File: config.mk
export PLATFORM = sky130hd
export DESIGN_NAME = debounced_key_event_fifo
export DESIGN_NICKNAME = d
export VERILOG_FILES = /design/src/dkef_pkg.sv /design/src/debounced_key_event_fifo.sv /design/src/dkef_timer.sv /design/src/dkef_ring.sv
export SDC_FILE = /design/constraint.sdc
export NUM_CORES = 2
export LEC_CHECK = 0
export BUFFER_PORTS_ARGS = -buffer_cell sky130_fd_sc_hd__buf_2
export CORE_ASPECT_RATIO = 0.75
export CORE_UTILIZATION = 30
export DETAILED_ROUTE_END_ITERATION = 12
export GPL_TIMING_DRIVEN = 0
export HOLD_SLACK_MARGIN = 0.06
export PLACE_DENSITY_LB_ADDON = 0.2
export SYNTH_ARGS = -nofsm -noshare
export SYNTH_HDL_FRONTEND = slang
export SYNTH_HIERARCHICAL = 1
export SYNTH_SLANG_ARGS = --single-unit
File: constraint.sdc
create_clock -name aclk -period 7.1 [get_ports aclk]
set_input_delay 1.065 -clock aclk [delete_from_list [all_inputs] [get_ports aclk]]
set_output_delay 1.065 -clock aclk [all_outputs]
set_load 0.01 [all_outputs]
File: src/dkef_pkg.sv
// Shared constants, types and helper functions for the debounced key event FIFO.
`timescale 1ns / 1ps

package dkef_pkg;

    // Storage geometry
    localparam int RING_DEPTH = 128;
    localparam int NUM_KEYS   = 4;
    localparam int PTR_W      = $clog2(RING_DEPTH);
    localparam int KEY_W      = (NUM_KEYS > 1) ? $clog2(NUM_KEYS) : 1;

    // Field widths
    localparam int TICK_W   = 16;
    localparam int CODE_W   = 16;
    localparam int KNUM_W   = 32;
    localparam int MASK_W   = 4;
    localparam int REQ_W    = 2;
    localparam int KIDX_W   = 2;
    localparam int STAT_W   = 2;
    localparam int CFG_IDX_W  = 2;
    localparam int CFG_DATA_W = 32;

    // Request codes
    localparam logic [REQ_W-1:0] REQ_TICK = 2'd0;
    localparam logic [REQ_W-1:0] REQ_EDGE = 2'd1;
    localparam logic [REQ_W-1:0] REQ_READ = 2'd2;

    // Read status codes
    localparam logic [STAT_W-1:0] RS_NONE  = 2'd0;
    localparam logic [STAT_W-1:0] RS_HIT   = 2'd1;
    localparam logic [STAT_W-1:0] RS_EMPTY = 2'd2;

    // Configuration register indexes
    localparam logic [CFG_IDX_W-1:0] CFG_DEBOUNCE  = 2'd0;
    localparam logic [CFG_IDX_W-1:0] CFG_KEYNUMS   = 2'd1;
    localparam logic [CFG_IDX_W-1:0] CFG_ACTLOW    = 2'd2;

    localparam logic [TICK_W-1:0] DEBOUNCE_RESET = 16'd20;

    // Timer unit commands
    typedef struct packed {
        logic             load;
        logic [KEY_W-1:0] load_idx;
        logic             step;
        logic [KEY_W-1:0] step_idx;
    } tmr_ctl_t;

    // Ring commands
    typedef struct packed {
        logic push;
        logic pop_rd;
        logic pop;
    } ring_ctl_t;

    // Ring status
    typedef struct packed {
        logic empty;
        logic full;
    } ring_stat_t;

    // Build an event code: key number in the upper byte, logical level in bit 0
    function automatic logic [CODE_W-1:0] key_event_code(
        input logic [2:0]        k,
        input logic [KNUM_W-1:0] key_numbers,
        input logic [MASK_W-1:0] pins,
        input logic [MASK_W-1:0] mask
    );
        logic [KNUM_W-1:0] shifted;
        logic [MASK_W-1:0] lvl_vec;
        shifted = key_numbers >> {k, 3'b000};
        lvl_vec = (pins ^ mask) >> k;
        return {shifted[7:0], 7'd0, lvl_vec[0]};
    endfunction

endpackage

File: src/debounced_key_event_fifo.sv
// Top level: request sequencer, configuration registers and result register.
`timescale 1ns / 1ps

// Debounced key event FIFO. Each request on the s_ channel yields exactly one
// result on the m_ channel. A tick request passes through S_SCAN and then S_DONE:
// the sequencer walks the keys one per cycle through a single shared countdown
// unit and pushes at most one event into the ring per cycle. A rising-edge or
// unknown request goes straight to S_DONE. A read passes through S_RDREQ and
// S_RDPOP, set by the registered read port of the ring memory, unless the ring is
// empty. The block takes one request at a time and accepts the next as soon as the
// previous result sits in the output register. Configuration writes are always
// accepted and should be issued only while the block is idle; writes to undefined indexes are ignored.
module debounced_key_event_fifo (
    input  logic                            aclk,
    input  logic                            aresetn,
    // Request channel
    input  logic                            s_valid,
    output logic                            s_ready,
    input  logic [dkef_pkg::REQ_W-1:0]      s_req_type,
    input  logic [dkef_pkg::KIDX_W-1:0]     s_key_index,
    input  logic [dkef_pkg::MASK_W-1:0]     s_pin_levels,
    // Result channel
    output logic                            m_valid,
    input  logic                            m_ready,
    output logic [dkef_pkg::CODE_W-1:0]     m_key_code,
    output logic [dkef_pkg::STAT_W-1:0]     m_read_status,
    output logic                            m_data_available,
    // Configuration channel
    input  logic                            cfg_valid,
    output logic                            cfg_ready,
    input  logic [dkef_pkg::CFG_IDX_W-1:0]  cfg_index,
    input  logic [dkef_pkg::CFG_DATA_W-1:0] cfg_data
);

    localparam logic [2:0] S_IDLE  = 3'd0;
    localparam logic [2:0] S_SCAN  = 3'd1;
    localparam logic [2:0] S_RDREQ = 3'd2;
    localparam logic [2:0] S_RDPOP = 3'd3;
    localparam logic [2:0] S_DONE  = 3'd4;

    logic [2:0] state_reg;
    logic [2:0] state_next;
    logic [dkef_pkg::KEY_W-1:0] scan_k_reg;
    logic [dkef_pkg::KEY_W-1:0] scan_k_next;
    logic [dkef_pkg::MASK_W-1:0] pins_reg;
    logic [dkef_pkg::MASK_W-1:0] pins_next;
    logic [dkef_pkg::CODE_W-1:0] res_code_reg;
    logic [dkef_pkg::CODE_W-1:0] res_code_next;
    logic [dkef_pkg::STAT_W-1:0] res_status_reg;
    logic [dkef_pkg::STAT_W-1:0] res_status_next;

    logic                        m_valid_reg;
    logic [dkef_pkg::CODE_W-1:0] m_code_reg;
    logic [dkef_pkg::STAT_W-1:0] m_status_reg;
    logic                        m_avail_reg;
    logic                        out_load;

    logic [dkef_pkg::TICK_W-1:0] debounce_reg;
    logic [dkef_pkg::KNUM_W-1:0] keynums_reg;
    logic [dkef_pkg::MASK_W-1:0] actlow_reg;

    logic                        s_accept;
    logic                        key_in_range;
    dkef_pkg::tmr_ctl_t          tmr_ctl;
    logic                        tmr_expire;
    dkef_pkg::ring_ctl_t         ring_ctl;
    dkef_pkg::ring_stat_t        ring_stat;
    logic [dkef_pkg::CODE_W-1:0] ring_rd_data;
    logic [dkef_pkg::CODE_W-1:0] push_code;

    assign s_ready   = (state_reg == S_IDLE);
    assign s_accept  = s_valid && s_ready;
    assign cfg_ready = 1'b1;
    assign key_in_range = (int'(s_key_index) < dkef_pkg::NUM_KEYS);
    assign out_load  = (state_reg == S_DONE) && (!m_valid_reg || m_ready);

    // Code of the key being scanned, from the pins captured with the tick
    assign push_code = dkef_pkg::key_event_code(3'(scan_k_reg), keynums_reg,
                                                pins_reg, actlow_reg);

    // Sequence one request
    always_comb begin
        state_next      = state_reg;
        scan_k_next     = scan_k_reg;
        pins_next       = pins_reg;
        res_code_next   = res_code_reg;
        res_status_next = res_status_reg;
        tmr_ctl         = '0;
        tmr_ctl.load_idx = dkef_pkg::KEY_W'(s_key_index);
        tmr_ctl.step_idx = scan_k_reg;
        ring_ctl        = '0;
        case (state_reg)
            S_IDLE: begin
                if (s_accept) begin
                    pins_next       = s_pin_levels;
                    res_code_next   = '0;
                    res_status_next = dkef_pkg::RS_NONE;
                    scan_k_next     = '0;
                    case (s_req_type)
                        dkef_pkg::REQ_TICK: state_next = S_SCAN;
                        dkef_pkg::REQ_EDGE: begin
                            tmr_ctl.load = key_in_range;
                            state_next   = S_DONE;
                        end
                        dkef_pkg::REQ_READ: state_next = S_RDREQ;
                        default:            state_next = S_DONE;
                    endcase
                end
            end
            S_SCAN: begin
                tmr_ctl.step  = 1'b1;
                ring_ctl.push = tmr_expire;
                if (scan_k_reg == dkef_pkg::KEY_W'(dkef_pkg::NUM_KEYS - 1)) begin
                    state_next = S_DONE;
                end else begin
                    scan_k_next = scan_k_reg + dkef_pkg::KEY_W'(1);
                end
            end
            S_RDREQ: begin
                if (ring_stat.empty) begin
                    res_status_next = dkef_pkg::RS_EMPTY;
                    state_next      = S_DONE;
                end else begin
                    ring_ctl.pop_rd = 1'b1;
                    state_next      = S_RDPOP;
                end
            end
            S_RDPOP: begin
                ring_ctl.pop    = 1'b1;
                res_code_next   = ring_rd_data;
                res_status_next = dkef_pkg::RS_HIT;
                state_next      = S_DONE;
            end
            S_DONE: begin
                if (out_load) begin
                    state_next = S_IDLE;
                end
            end
            default: state_next = S_IDLE;
        endcase
    end

    // Hold sequencer state and per-request payload
    always_ff @(posedge aclk) begin
        if (!aresetn) begin
            state_reg  <= S_IDLE;
            scan_k_reg <= '0;
        end else begin
            state_reg  <= state_next;
            scan_k_reg <= scan_k_next;
        end
        pins_reg       <= pins_next;
        res_code_reg   <= res_code_next;
        res_status_reg <= res_status_next;
    end

    // Load the result register; drop valid once the transaction completes
    always_ff @(posedge aclk) begin
        if (!aresetn) begin
            m_valid_reg <= 1'b0;
        end else if (out_load) begin
            m_valid_reg <= 1'b1;
        end else if (m_ready) begin
            m_valid_reg <= 1'b0;
        end
        if (out_load) begin
            m_code_reg   <= res_code_reg;
            m_status_reg <= res_status_reg;
            m_avail_reg  <= !ring_stat.empty;
        end
    end

    assign m_valid          = m_valid_reg;
    assign m_key_code       = m_code_reg;
    assign m_read_status    = m_status_reg;
    assign m_data_available = m_avail_reg;

    // Configuration registers
    always_ff @(posedge aclk) begin
        if (!aresetn) begin
            debounce_reg <= dkef_pkg::DEBOUNCE_RESET;
            keynums_reg  <= '0;
            actlow_reg   <= '0;
        end else if (cfg_valid && cfg_ready) begin
            case (cfg_index)
                dkef_pkg::CFG_DEBOUNCE: debounce_reg <= cfg_data[dkef_pkg::TICK_W-1:0];
                dkef_pkg::CFG_KEYNUMS:  keynums_reg  <= cfg_data[dkef_pkg::KNUM_W-1:0];
                dkef_pkg::CFG_ACTLOW:   actlow_reg   <= cfg_data[dkef_pkg::MASK_W-1:0];
                default: ;
            endcase
        end
    end

    dkef_timer u_timer (
        .aclk       (aclk),
        .aresetn    (aresetn),
        .ctl        (tmr_ctl),
        .load_value (debounce_reg),
        .expire     (tmr_expire)
    );

    dkef_ring u_ring (
        .aclk      (aclk),
        .aresetn   (aresetn),
        .ctl       (ring_ctl),
        .push_data (push_code),
        .rd_data   (ring_rd_data),
        .stat      (ring_stat)
    );

    // Pushes come only from the key scan
    a_push_in_scan: assert property (@(posedge aclk) disable iff (!aresetn)
        ring_ctl.push |-> (state_reg == S_SCAN))
        else $error("ring push outside key scan");

    // A pop always comes in the cycle after its memory read
    a_pop_after_read: assert property (@(posedge aclk) disable iff (!aresetn)
        ring_ctl.pop |-> $past(ring_ctl.pop_rd))
        else $error("ring pop without preceding read");

    // Never pop an empty ring
    a_pop_not_empty: assert property (@(posedge aclk) disable iff (!aresetn)
        ring_ctl.pop |-> !ring_stat.empty)
        else $error("ring pop while empty");

    // A read that finds no event reports a zero code
    a_empty_code_zero: assert property (@(posedge aclk) disable iff (!aresetn)
        (m_valid && (m_read_status == dkef_pkg::RS_EMPTY)) |-> (m_key_code == '0))
        else $error("empty read with nonzero code");

endmodule

File: src/dkef_timer.sv
// Per-key debounce countdowns with one shared decrement and expiry compare.
`timescale 1ns / 1ps

module dkef_timer (
    input  logic                        aclk,
    input  logic                        aresetn,
    input  dkef_pkg::tmr_ctl_t          ctl,
    input  logic [dkef_pkg::TICK_W-1:0] load_value,
    output logic                        expire
);

    logic [dkef_pkg::TICK_W-1:0] countdown_reg [dkef_pkg::NUM_KEYS];
    logic [dkef_pkg::NUM_KEYS-1:0] armed_reg;
    logic [dkef_pkg::TICK_W-1:0] sel_count;
    logic                        sel_armed;
    logic                        sel_low;

    // Shared unit: select one key, compare against one, decrement
    always_comb begin
        sel_count = countdown_reg[ctl.step_idx];
        sel_armed = armed_reg[ctl.step_idx];
        sel_low   = (sel_count <= dkef_pkg::TICK_W'(1));
        expire    = ctl.step && sel_armed && sel_low;
    end

    // Reload on a rising edge, count down on a tick step
    always_ff @(posedge aclk) begin
        if (!aresetn) begin
            armed_reg <= '0;
            for (int i = 0; i < dkef_pkg::NUM_KEYS; i++) begin
                countdown_reg[i] <= '0;
            end
        end else if (ctl.load) begin
            countdown_reg[ctl.load_idx] <= load_value;
            armed_reg[ctl.load_idx]     <= 1'b1;
        end else if (ctl.step && sel_armed) begin
            if (sel_low) begin
                countdown_reg[ctl.step_idx] <= '0;
                armed_reg[ctl.step_idx]     <= 1'b0;
            end else begin
                countdown_reg[ctl.step_idx] <= sel_count - dkef_pkg::TICK_W'(1);
            end
        end
    end

endmodule

File: src/dkef_ring.sv
// Event ring: one-write, one-read memory with wrap-around pointers.
`timescale 1ns / 1ps

module dkef_ring (
    input  logic                        aclk,
    input  logic                        aresetn,
    input  dkef_pkg::ring_ctl_t         ctl,
    input  logic [dkef_pkg::CODE_W-1:0] push_data,
    output logic [dkef_pkg::CODE_W-1:0] rd_data,
    output dkef_pkg::ring_stat_t        stat
);

    localparam int PW = dkef_pkg::PTR_W;

    logic [dkef_pkg::CODE_W-1:0] mem [dkef_pkg::RING_DEPTH];
    logic [PW-1:0] rd_ptr_reg;
    logic [PW-1:0] rd_ptr_next;
    logic [PW-1:0] wr_ptr_reg;
    logic [PW-1:0] wr_ptr_next;
    logic [dkef_pkg::CODE_W-1:0] rd_data_reg;

    function automatic logic [PW-1:0] ptr_inc(input logic [PW-1:0] p);
        return (p == PW'(dkef_pkg::RING_DEPTH - 1)) ? '0 : p + PW'(1);
    endfunction

    // Full leaves one slot open so equal pointers mean empty
    always_comb begin
        stat.empty  = (rd_ptr_reg == wr_ptr_reg);
        stat.full   = (ptr_inc(wr_ptr_reg) == rd_ptr_reg);
        wr_ptr_next = (ctl.push && !stat.full) ? ptr_inc(wr_ptr_reg) : wr_ptr_reg;
        rd_ptr_next = ctl.pop ? ptr_inc(rd_ptr_reg) : rd_ptr_reg;
    end

    // Advance pointers
    always_ff @(posedge aclk) begin
        if (!aresetn) begin
            rd_ptr_reg <= '0;
            wr_ptr_reg <= '0;
        end else begin
            rd_ptr_reg <= rd_ptr_next;
            wr_ptr_reg <= wr_ptr_next;
        end
    end

    // Write on push, drop when full; registered read of the oldest entry
    always_ff @(posedge aclk) begin
        if (ctl.push && !stat.full) begin
            mem[wr_ptr_reg] <= push_data;
        end
        if (ctl.pop_rd) begin
            rd_data_reg <= mem[rd_ptr_reg];
        end
    end

    assign rd_data = rd_data_reg;

endmodule
Yosys cells after proc, flatten, opt, wreduce, memory -nomap -nowiden:

Memories as Yosys holds them, arrays and structs flattened. A register that Yosys moved wholly into a read port is not among the register bits.
Index checks and enable logic that the tools add are counted.

* div/mod/pow operators: 0
* multiplexer cells: 59
* reductions and logical operators: 31
* bitwise logic cells: 5
* multipliers: 0
* shift-type cells: 2
* $add $sub $neg: 4
* equality and inequality tests: 18
* magnitude comparators: 5

Operators by type and width (count)
* two-way mux 16 bit: 4
* one-hot mux 16 bit (2 select lines): 1
* OR reduction 16 bit: 2
* >> shifter 32 x 5 -> 8 bit: 1
* two-way mux 1 bit: 31
* <= comparator 16 x 1 -> 1 bit (second input constant): 1
* subtractor 16 x 1 -> 16 bit (second input constant): 1
* one-hot mux 3 bit (5 select lines): 1
* adder 7 x 1 -> 7 bit (second input constant): 2
* equality test 7 bit: 2
* equality test 7 bit (second input constant): 2
* two-way mux 2 bit: 7
* two-way mux 7 bit: 2
* two-way mux 3 bit: 4
* two-way mux 4 bit: 3
* AND reduction 2 bit: 6
* nonzero test 2 bit: 5
* AND reduction 3 bit: 3
* != test 2 bit (second input constant): 4
* logical AND 1 bit: 7
* equality test 2 bit (second input constant): 3
* equality test 3 x 2 -> 1 bit (second input constant): 2
* less-than comparator 2 x 3 -> 1 bit (second input constant): 2
* one-hot mux 2 bit (3 select lines): 1
* 21 further kinds: 27

* bits in latches: 0
* output and inout port bits: 22
* bits in writable memories: 1216
* memory bits (read-only): 0
* memories kept: 2
* input bits: 47
* register bits: 133
* word-level logic and storage cells: 142

Memories
* u_ring.mem: words 128, bits a word 9, read ports 1, clocked after Yosys merged registers in 1, write ports 1, RTL line dkef_ring.sv:15 `logic [dkef_pkg::CODE_W-1:0] mem [dkef_pkg::RING_DEPTH];`
* u_timer.countdown_reg: words 4, bits a word 16, read ports 1, clocked after Yosys merged registers in 1, write ports 4, RTL line dkef_timer.sv:12 `logic [dkef_pkg::TICK_W-1:0] countdown_reg [dkef_pkg::NUM_KEYS];`

Depth between registers and ports, before layout:

* depth after elaboration: 10
* gate-level depth with buffers: 17

Hierarchy:

Netlist, hierarchy kept.

Modules (own cells, without submodules)
* dkef_ring: seq. area each 62259.7 um^2, cells an instance 3710, area each 81199.1 um^2, instances 1
* debounced_key_event_fifo: seq. area each 2392.3 um^2, cells an instance 361, area each 3953.8 um^2, instances 1
* dkef_timer: seq. area each 2001.9 um^2, cells an instance 271, area each 3457.1 um^2, instances 1

Worst setup path after synthesis:

OpenSTA, ideal clock, no wires.

* path kind: reg2reg
* start point: register scan_k_reg[0] (netlist name)
* end point: memory u_ring/mem[72][0] (netlist name), enable pin
* data required time: 6.670 ns
* library setup time: 0.430 ns
* clock period less this slack: 5.568 ns
* arrival time: 5.137 ns
* path buffers: 6
* stages on the path, launching flop included: 16
* path slack: 1.532 ns
* path through: dfxtp_1 buf_4 mux4_2 or4_1 buf_2 or2_1 buf_2 or2_1 nor2_1 and3_1 clkbuf_1 a21boi_4 a21oi_2 buf_6 buf_6 nor4_1

RTL lines
* start, declared: RTL line debounced_key_event_fifo.sv:43 `logic [dkef_pkg::KEY_W-1:0] scan_k_reg;`
* start signal, assigned: RTL line debounced_key_event_fifo.sv:150 `scan_k_reg <= scan_k_next;`
* end, declared: RTL line dkef_ring.sv:15

Final worst setup path:

* start point: register u_ring.rd_ptr_reg[1]
* end point: register u_ring.rd_data_reg, in the netlist u_ring/rd_data[11] (read register of u_ring.mem) (data pin)

* word-level cells in the longest chain between the ends: 3

RTL lines
* start, declared: RTL line dkef_ring.sv:16 `logic [PW-1:0] rd_ptr_reg;`
* start signal, assigned: RTL line dkef_ring.sv:40 `rd_ptr_reg <= rd_ptr_next;`
* equality test 7 bit: RTL line dkef_ring.sv:28 `stat.empty = (rd_ptr_reg == wr_ptr_reg);`
* two-way mux 1 bit: RTL line debounced_key_event_fifo.sv:120 `if (ring_stat.empty) begin`
* two-way mux 1 bit: RTL line debounced_key_event_fifo.sv:92 `case (state_reg)`
* end, declared: RTL line dkef_ring.sv:20 `logic [dkef_pkg::CODE_W-1:0] rd_data_reg;`

Parallel ways exist; a longest one is shown, timed or not.
A chain may end at the register's enable or synchronous reset.

==> reports/metrics.yaml <==
placement:
  dp_hpwl_mm: 256
  placed_cells: 9602
  place_congestion: 1.03
  post_dp_cell_area_sq_mm: 0.102
  portBuffers: 67
sta:
  timing.hold.ws_ns: 0.363
  finalHoldViolations: 0
  rsz0062_at_grt: "no"
  worst_slack_ns: -0.105
  slew_viol_final: 55
  fin_skew_ns: 0.0688
  tightest_slew_ns: 1.62
  relSlewSlack_pct: -8.07
  fin_crit_ns: 7.20
  max_freq_ghz: 0.139
  final-setup-viol-count: 1
  period_share_pct: 101
critical_path:
  r2r-end: "u_ring/rd_data[11]$_DFFE_PP_"
  crit_type: "flop to flop"
  crit_path_start: "u_ring/rd_ptr_reg[1]$_SDFFE_PN0P_"
  critPathArrivalTime_ns: 7.65
  r2r_setup_slack_ns: -0.10
  r2r-start: "u_ring/rd_ptr_reg[1]$_SDFFE_PN0P_"
  timing.critical_path.to: "u_ring/rd_data[11]$_DFFE_PP_"
  r2r_cells: 10
  startpoint_type: "flop"
  cp_max_fo: 10
  required_ns: 7.54
  end_kind: "flop"
clocking:
  cts_setup_buffers: 0
  cts_buffer_depth: 4
  tritoncts.num_buffers: 220
  path_clk_slew_ns: 0.07
  cts_tree: "yes"
  hold_buffers: 0
  htreeDepth: 4
  clk_latency_ns: 0.91
  clock_sinks: 2245
  cts_root_buf: "clkbuf_16"
yosys:
  synthXorXnorAreaFrac_pct: 0.287
  syn_area_sq_mm: 0.0886
  synth_fa_ha_area_share_pct: 0.0706
  synthMuxAreaShare_pct: 15.8
  ys.flop_type: "edfxtp_1"
  synth_warnings: 6
  yosys.area_share.simple_pct: 3.55
  netlist_top_cells_area: "edfxtp_1, mux4_2, dfxtp_1, mux2i_1, nand2_1"
  yosysUniqueCellTypes: 87
  synth-edff-count: 2169
  synth_top_family_by_area: "multiplexers"
  yosysSeqAreaShare_pct: 75.2
  syn_inst: 4342
  avgSynthCellArea_sq_um: 20.4
  synth_top_area_cell: "edfxtp_1"
  synth_top_area_share_pct: 73.5
  synth_compound_area_share_pct: 3.23
  async_flop_share_pct: 0
  synth-seq-cells: 2245
layout:
  nFillCells: 27300
  largest_register_ffs: 2048
  most-common-layout-cells: "edfxtp_1, conb_1, mux4_2, buf_4, nand2_1"
  final_common_cell: "edfxtp_1"
  area_growth_pct: 22.4
  postLayoutCellArea_sq_mm: 0.108
  drive_above_1_share_pct: 28.1
  fin_cells: 10000
  nNetsFinal: 5961
floorplanning:
  initial_core_util_pct: 30.2
  design.die.area_sq_mm: 0.298
  core_sq_mm: 0.293
  rows: 172
  die_w_um: 630
  die_h_um: 473
  ios: 69
global_routing:
  antenna_found_initial: 25
  gr-total-overflow: 0
  grt_max_degree: 85
  grt_pass1_vias: 49000
  grt_pass1_wl_mm: 464
  grt_usage_pct: 23.6
power_and_ir_drop:
  p_per_area_mw_per_mm2: 243
  peakVddDrop_v: 0.000196
  p_leak_nw: 34.0
drt:
  drc: 0
  via_per_inst: 5.24
  postRouteAntennaNets: 0
  top_layer_used: "met5"
  drt-total-wl_mm: 357
  drt_iter0_drc: 8600
  drtPass1Iterations: 9
  wl_met1_mm: 152
  vias: 52400
  route.met2.wl_mm: 145
  wl_per_cell_um: 35.6
  met3_length_mm: 47.1
status:
  failed_checks: "max-capacitance violations, max-slew violations, negative setup slack"
  outcome: "finished, violations left"
flow_run:
  maxCapViolCount: 6
hold_path:
  min_path_type: "primary input to flop"
worst max-delay path, cell delays in order, from the launching register on:
cell and delay [ns]:
dfxtp_1 0.62, buf_4 0.29, buf_4 0.41, buf_2 0.69, buf_2 0.78, buf_2 0.71
buf_2 0.77, mux2i_1 0.41, o22ai_1 0.14, nor4_1 1.14, a31oi_1 0.71
where the power goes:
group	switching (mW)	internal (mW)	total [mW]	leakage [nW]
clock	5.17	6.31	11.5	3.31
combinational	0.262	0.0732	0.335	11.7
sequential	0.0162	14.5	14.5	19.0
cell families after synthesis:
| logic type | Yosys count |
|---|---|
| buffers and inverters | 306 |
| xor gates and xnor gates | 29 |
| AOI/OAI and AO/OA | 399 |
| muxes | 709 |
| and+or+nand+nor | 647 |
| adders and majority gates | 5 |
| DFF | 2245 |
| other | 2 |
Yosys cell counts (all sizes together), types with 6 or more instances:
master      n
dfxtp      76
nor4       88
o22ai      19
a21boi     54
or2         6
and2       23
nand2     238
inv        34
nand2b     13
a21oi      66
clkbuf     77
mux4      545
edfxtp   2169
a31oi      27
nor2      111
xnor2      10
and3        8
xor2       19
a211oi     43
nor3       52
o21ai      56
a311o       7
mux2i     116
a311oi     20
or3         7
buf       195
o21a        6
o31ai       8
a22oi      32
a2111oi    13
mux2       48
nor2b      55
nand3      20
worst min-delay path by stage:
stage,startpoint,to,slack (ns),depth (start not counted)
2_1_floorplan,res_code_reg[0]$_SDFFCE_PP0P_,m_key_code[0]$_DFFE_PP_,0.40,0
3_3_place_gp,res_code_reg[2]$_SDFFCE_PP0P_,m_key_code[2]$_DFFE_PP_,0.41,0
3_5_place_dp,res_code_reg[2]$_SDFFCE_PP0P_,m_key_code[2]$_DFFE_PP_,0.41,0
4_1_cts,s_pin_levels[3],pins_reg[3]$_DFFE_PP_,0.31,1
5_1_grt,s_pin_levels[2],pins_reg[2]$_DFFE_PP_,0.32,1
6_report,s_pin_levels[3],pins_reg[3]$_DFFE_PP_,0.36,1
through the flow:
stage,setup TNS [ns],power (mW),util [%],worst slack (ns)
after floorplan,0,15.0,-,1.53
after global placement,-4224.34,15.1,33.1,-4.00
after detailed placement,0,15.1,34.7,0.258
after CTS,0,26.5,37.0,0.194
after global routing,0,27.0,37.0,0.109
final,-0.105,26.4,37.0,-0.105
what timing repair did:
action	CTS	global route
hold endpoints to repair	0	0
gates resized for setup	0	1
endpoints found under the setup margin	0	5
layer usage:
layer  global-route usage (%)  vias up
met1                     34.2    28300
li1                         -    20300
met5                    0.338        -
met4                     6.83        6
met3                     8.70      526
met2                     32.7     3327
area by class of cell:
| type | instances | area [sq um] | share of cell area, % |
|---|---|---|---|
| Antenna cell | 10 | 25.0 | 0.0231 |
| Timing Repair Buffer | 450 | 3970 | 3.66 |
| Sequential cell | 2245 | 66700 | 61.4 |
| Multi-Input combinational cell | 2686 | 24500 | 22.6 |
| Clock inverter | 130 | 1040 | 0.961 |
| Inverter | 34 | 128 | 0.118 |
| Clock buffer | 264 | 5710 | 5.27 |
| Tap cell | 3915 | 4900 | 4.52 |
| Buffer | 272 | 1540 | 1.42 |
Note: power is estimated with default switching activity, not from simulation.
